--- src/sv/lcdw_pkg.sv ---
// Shared types and constants for the LRU store with dirty write-back.
// No dependencies; used by every module of the block.
package lcdw_pkg;

    // Default sizes of the store
    localparam int ENTRIES_DEF    = 64;
    localparam int KEY_BITS_DEF   = 32;
    localparam int VALUE_BITS_DEF = 32;

    // Configuration register
    localparam int             CAP_BITS  = 7;
    localparam logic [CAP_BITS-1:0] CAP_RESET = 7'd64;

    // Command codes
    typedef enum logic [1:0] {
        CMD_PUT       = 2'd0,
        CMD_GET       = 2'd1,
        CMD_SET_DIRTY = 2'd2,
        CMD_NOP       = 2'd3
    } cmd_t;

    // Execution sequencer states
    typedef enum logic [1:0] {
        S_IDLE  = 2'd0,
        S_MATCH = 2'd1,
        S_READ  = 2'd2,
        S_EXEC  = 2'd3
    } state_t;

    // Queue handshake between front and back
    typedef struct packed {
        logic valid;
        cmd_t cmd;
    } q_ctl_t;

endpackage

--- src/sv/lcdw_front.sv ---
// Front end: accepts items, decodes the command, holds them in a two-entry queue.
// Depends on lcdw_pkg.
module lcdw_front #(
    parameter int KEY_BITS   = lcdw_pkg::KEY_BITS_DEF,
    parameter int VALUE_BITS = lcdw_pkg::VALUE_BITS_DEF
) (
    input  logic                  aclk,
    input  logic                  aresetn,
    input  logic                  s_valid,
    output logic                  s_ready,
    input  logic [1:0]            s_command,
    input  logic [KEY_BITS-1:0]   s_key,
    input  logic [VALUE_BITS-1:0] s_value,
    output lcdw_pkg::q_ctl_t      q_ctl,
    output logic [KEY_BITS-1:0]   q_key,
    output logic [VALUE_BITS-1:0] q_value,
    input  logic                  q_pop
);

    lcdw_pkg::cmd_t          cmd_q_reg [2];
    logic [KEY_BITS-1:0]     key_q_reg [2];
    logic [VALUE_BITS-1:0]   val_q_reg [2];
    logic                    wr_ptr_reg, wr_ptr_next;
    logic                    rd_ptr_reg, rd_ptr_next;
    logic [1:0]              count_reg, count_next;
    logic                    push;
    logic                    pop;
    lcdw_pkg::cmd_t          cmd_dec;

    // Command decode
    always_comb begin
        unique case (s_command)
            lcdw_pkg::CMD_PUT:       cmd_dec = lcdw_pkg::CMD_PUT;
            lcdw_pkg::CMD_GET:       cmd_dec = lcdw_pkg::CMD_GET;
            lcdw_pkg::CMD_SET_DIRTY: cmd_dec = lcdw_pkg::CMD_SET_DIRTY;
            default:                 cmd_dec = lcdw_pkg::CMD_NOP;
        endcase
    end

    assign s_ready = (count_reg != 2'd2);
    assign push    = s_valid && s_ready;
    assign pop     = q_pop && (count_reg != 2'd0);

    // Pointer and fill count
    always_comb begin
        wr_ptr_next = push ? ~wr_ptr_reg : wr_ptr_reg;
        rd_ptr_next = pop  ? ~rd_ptr_reg : rd_ptr_reg;
        count_next  = count_reg + {1'b0, push} - {1'b0, pop};
    end

    always_ff @(posedge aclk) begin
        if (!aresetn) begin
            wr_ptr_reg <= 1'b0;
            rd_ptr_reg <= 1'b0;
            count_reg  <= 2'd0;
        end else begin
            wr_ptr_reg <= wr_ptr_next;
            rd_ptr_reg <= rd_ptr_next;
            count_reg  <= count_next;
        end
    end

    // Queue storage
    always_ff @(posedge aclk) begin
        if (push) begin
            cmd_q_reg[wr_ptr_reg] <= cmd_dec;
            key_q_reg[wr_ptr_reg] <= s_key;
            val_q_reg[wr_ptr_reg] <= s_value;
        end
    end

    assign q_ctl.valid = (count_reg != 2'd0);
    assign q_ctl.cmd   = cmd_q_reg[rd_ptr_reg];
    assign q_key       = key_q_reg[rd_ptr_reg];
    assign q_value     = val_q_reg[rd_ptr_reg];

endmodule

--- config.mk ---
export PLATFORM = sky130hd
export DESIGN_NAME = lcdw_front
export DESIGN_NICKNAME = d
export VERILOG_FILES = /design/src/sv/lcdw_pkg.sv /design/src/sv/lcdw_front.sv
export SDC_FILE = /design/constraint.sdc
export NUM_CORES = 1
export LEC_CHECK = 0
export BUFFER_PORTS_ARGS = -buffer_cell sky130_fd_sc_hd__buf_2
export CAP_MARGIN = 20
export CORE_ASPECT_RATIO = 2
export CORE_MARGIN = 2
export CORE_UTILIZATION = 54
export DETAILED_ROUTE_END_ITERATION = 10
export PLACE_DENSITY = 0.9
export REMOVE_ABC_BUFFERS = 1
export SLEW_MARGIN = 10
export SYNTH_ARGS = -nofsm -noshare
export SYNTH_HDL_FRONTEND = slang
export SYNTH_SLANG_ARGS = --single-unit
--- constraint.sdc ---
create_clock -name aclk -period 8 [get_ports aclk]
set_input_delay 0 -clock aclk [delete_from_list [all_inputs] [get_ports aclk]]
set_output_delay 0 -clock aclk [all_outputs]
set_load 0.02 [all_outputs]
# ---- Word level (Yosys, flattened, before mapping)
# Memory sizes are Yosys's and may differ from the RTL's. A register that Yosys moved wholly into a read port is not among the register bits.
# Index checks and enable logic that the tools add are counted.
dict set report op_classes {
  add_sub_neg 2
  n_eq_ne 3
  muxes 9
  n_bitwise 2
  n_reduce_logical 4
}
# cell n
set op_table {}
lappend op_table {{$mux 1} 8}
lappend op_table {{$pmux 2 s3} 1}
lappend op_table {{$add 2x1->2} 1}
lappend op_table {{$eq 2x1->1 const B} 1}
lappend op_table {{$eq 2x2->1 const B} 1}
lappend op_table {{$logic_and 1x1->1} 2}
lappend op_table {{$logic_not 2->1} 1}
lappend op_table {{$ne 2x2->1 const B} 1}
lappend op_table {{$not 1->1} 2}
lappend op_table {{$reduce_bool 2->1} 1}
lappend op_table {{$sub 2x1->2} 1}
dict set report totals {
  ff_bits 4
  mem_bits_rw 132
  inputBits 70
  output_inout_bits 68
  wordCells 26
  mem_count 3
}
# name depth width read_ports rd_ports_with_merged_regs write_ports line_no
set mem_list {}
lappend mem_list {key_q_reg 2 32 1 1 1 lcdw_front.sv:21} ;# logic [KEY_BITS-1:0] key_q_reg [2];
lappend mem_list {val_q_reg 2 32 1 1 1 lcdw_front.sv:22} ;# logic [VALUE_BITS-1:0] val_q_reg [2];
lappend mem_list {cmd_q_reg 2 2 1 1 1 lcdw_front.sv:20} ;# lcdw_pkg::cmd_t cmd_q_reg [2];

# ---- Logic depth before layout (Yosys ltp)
dict set report depth {
  ltp_word 4
  mapped_depth 8
  ltp_nobuf 8
}

# ---- Worst setup path before layout
# OpenSTA, ideal clock, no wires.
dict set report synth_path {
  path_kind {register to register}
  startpoint {register count_reg[0]}
  endpoint {memory cmd_q_reg[0][0] (netlist name), enable pin}
  setup_ps 490
  arrival_ps 3515
  t_required_ps 7510
  setup_slack_ps 3995
  stages_incl_launch_ff 4
  n_path_buf 0
  cell_sequence {dfxtp_1 nand2b_1 nand2_1 nor2_1}
}
dict set report synth_via {
  elab_chain_len 4
}
# element line_no
set synth_lines {}
lappend synth_lines {{start, declared} lcdw_front.sv:25} ;# logic [1:0] count_reg, count_next;
lappend synth_lines {{start signal, assigned} lcdw_front.sv:59} ;# count_reg <= count_next;
lappend synth_lines {{$ne 2x2->1} lcdw_front.sv:40} ;# assign s_ready = (count_reg != 2'd2);
lappend synth_lines {{net s_ready} lcdw_front.sv:10} ;# output logic s_ready,
lappend synth_lines {{$logic_and 1x1->1} lcdw_front.sv:41} ;# assign push = s_valid && s_ready;
lappend synth_lines {{$mux 1} lcdw_front.sv:65} ;# if (push) begin
lappend synth_lines {{$mux 1 (implied by the code)} lcdw_front.sv:66} ;# cmd_q_reg[wr_ptr_reg] <= cmd_dec;
lappend synth_lines {{end, declared} lcdw_front.sv:20}
# The timed path passes the listed nets, and every way through them passes these cells.

==> results.yml <==
run_status:
  status: "completed"
layout:
  area_growth_pct: 39.7
  nNetsFinal: 519
  drive_gt1_share_pct: 51.9
  utilization_pct: 77.4
  fillers: 486
setup_path:
  reg2reg_from: "count_reg[0]"
  rr_endpoint: "key_q_reg[0][9]"
  crit_end: "q_key[13]"
  crit_required_ns: 8.00
  path_class: "reg2out"
  r2r_slack_ns: 6.03
  cp_data_arrival_time_ns: 2.10
  start_kind: "flip-flop"
  reg2reg_depth: 4
  worstPathMaxFanout: 66
  cp-end-kind: "output pin"
timing:
  timing.fmax_mhz: 477
  skew_ns: 0.0121
  tns_ns: 0
  fin_crit_sh_pct: 26.2
  fin_crit_ns: 2.10
  maxSlewHeadroom_pct: 29.3
  hold_viol_final: 0
  worst_pin_slew_ns: 1.06
  finalSetupViolations: 0
  slew_viol_final: 0
  grt_setup_unrepaired: "no"
power:
  vdd_drop_max_mv: 0.435
  power_density_mw_per_mm2: 324
  p_leak_uw: 0.00285
synth:
  syn_avg_cell_area_um2: 22.4
  synth.cell_area_mm2: 0.00516
  synth_warnings: 0
  ys_seq_elements: 137
  synth_cell_types: 19
  syn_inst: 231
  ys_seq_area_share_pct: 78.7
cts:
  clockBufferDepth: 2
  insertion_delay_ns: 0.40
  cts_htree_levels: 4
  cts.repair.resized: 0
  cts_setup_buffers: 0
  root_buffer: "clkbuf_16"
  cts_tree: "yes"
  clk_pin_slew_ns: 0.06
  cts_buffers: 17
  numClockSinks: 137
  cts-hold-fix-buffers: 67
floorplan:
  start_util_pct: 55.4
  coreArea_mm2: 0.00932
  die_y_um: 142
  die_area_mm2: 0.0104
  ioPinCount: 138
  rows: 50
  die_w_um: 73.2
global_routing:
  grt_pass1_vias: 3162
  grt_pass1_wl_mm: 15.8
  antenna_found_initial: 2
  grt_max_degree: 67
  grt_overflow: 0
  grt_util_all_layers_pct: 21.4
detailed_routing:
  num_vias: 2911
  postRouteWirelength_mm: 10.7
  drc: 0
  viasPerCell: 5.15
  drtPass1Iterations: 4
  drt_iter0_drc: 205
  ant_nets: 0
  wl_per_cell_um: 18.9
placement:
  port-buffer-count: 137
  place_congestion: 0.789
  dp_hpwl_mm: 5.83
worst_hold_path:
  hp-start: "s_valid"
  hold_class: "in2reg"
job:
  cap_violations: 0
[worst max-delay path, stage by stage (launching register included)]
cell     delay (ns)
dfxtp_4        1.04
mux2_2         0.43
buf_2          0.17
[Yosys cell counts]
cell type,instances,area share [%]
edfxtp_1,132,77
mux2_4,40,12
mux2_2,26,5.7
buf_6,5,1.1
dfxtp_1,5,1.9
xnor2_1,3,0.51
and2_1,2,0.24
buf_2,2,0.19
clkbuf_1,2,0.15
ha_1,2,0.48
nand2_1,2,0.15
nand2b_1,2,0.24
nor2b_1,2,0.24
and3_1,1,0.12
inv_1,1,0.073
mux2i_1,1,0.19
nor2_1,1,0.073
o21a_1,1,0.15
or2_2,1,0.12
[worst min path at each step]
stage                             to  slack [ns]  cells past startpoint
floorplan            cmd_q_reg[0][0]         0.1                      0
global placement    key_q_reg[1][28]        0.19                      1
detailed placement  key_q_reg[1][21]        0.19                      1
CTS                       wr_ptr_reg        0.01                      3
global route              wr_ptr_reg        0.04                      3
finish                    wr_ptr_reg        0.03                      3
[per-layer routing]
metal,vias to the layer above,GRT usage [%],part of all wire (%)
met5,-,0,0
met4,0,13.5,4.0
met3,27,5.88,3.8
met2,113,38.8,59
met1,1432,20.0,33
li1,1339,-,-
[kinds of logic after synthesis]
| kind of cell | Yosys count | synth area share [%] |
|---|---|---|
| fa+ha+maj | 2 | 0.484 |
| simple gates | 11 | 1.19 |
| flops | 137 | 78.7 |
| mux | 67 | 17.5 |
| buf+inv | 10 | 1.50 |
| xor+xnor | 3 | 0.509 |
| compound gates | 1 | 0.145 |
[where the power goes]
| part | switching (uW) | internal [uW] | total [uW] |
|---|---|---|---|
| registers | 79.9 | 905 | 985 |
| logic | 292 | 269 | 562 |
| clock network | 274 | 518 | 792 |
| total | 646 | 1690 | 2340 |
[cell type report]
cell class,instances,area (um2),area share (%)
tap,104,130,1.80
clock buffer,18,429,5.95
timing repair buffer,206,1370,19.0
clock inverter,13,178,2.46
inverter,1,3.75,0.0520
multi-input combinational,84,1030,14.3
sequential,137,4070,56.4
antenna,2,5.00,0.0693
[stage by stage]
| step | hold WS [ns] | cells | worst slack [ns] | instance area [um2] | power, uW |
|---|---|---|---|---|---|
| after global placement | 0.190 | 465 | 6.21 | 5930 | 1510 |
| after global routing | 0.0409 | 565 | 5.80 | 7220 | 2430 |
| final | 0.0299 | 565 | 5.90 | 7220 | 2340 |
| after CTS | 0.0141 | 563 | 5.88 | 7210 | 2350 |
| after floorplan | 0.0989 | 222 | 3.99 | 5090 | 1370 |
| after detailed placement | 0.191 | 465 | 6.07 | 5930 | 1530 |
[cell usage in the layout, fill, tap and decap left out, types with 3 or more instances in the layout]
cell type      netlist  routed
clkinv_2             0       4
buf_2                2     137
mux2_2              26      26
edfxtp_1           132     132
dlygate4sd3_1        0      67
clkbuf_16            0      17
bufinv_16            0       4
mux2_4              40      40
dfxtp_1              5       4
xnor2_1              3       3
No activity file was read; power rests on OpenSTA's default activity.
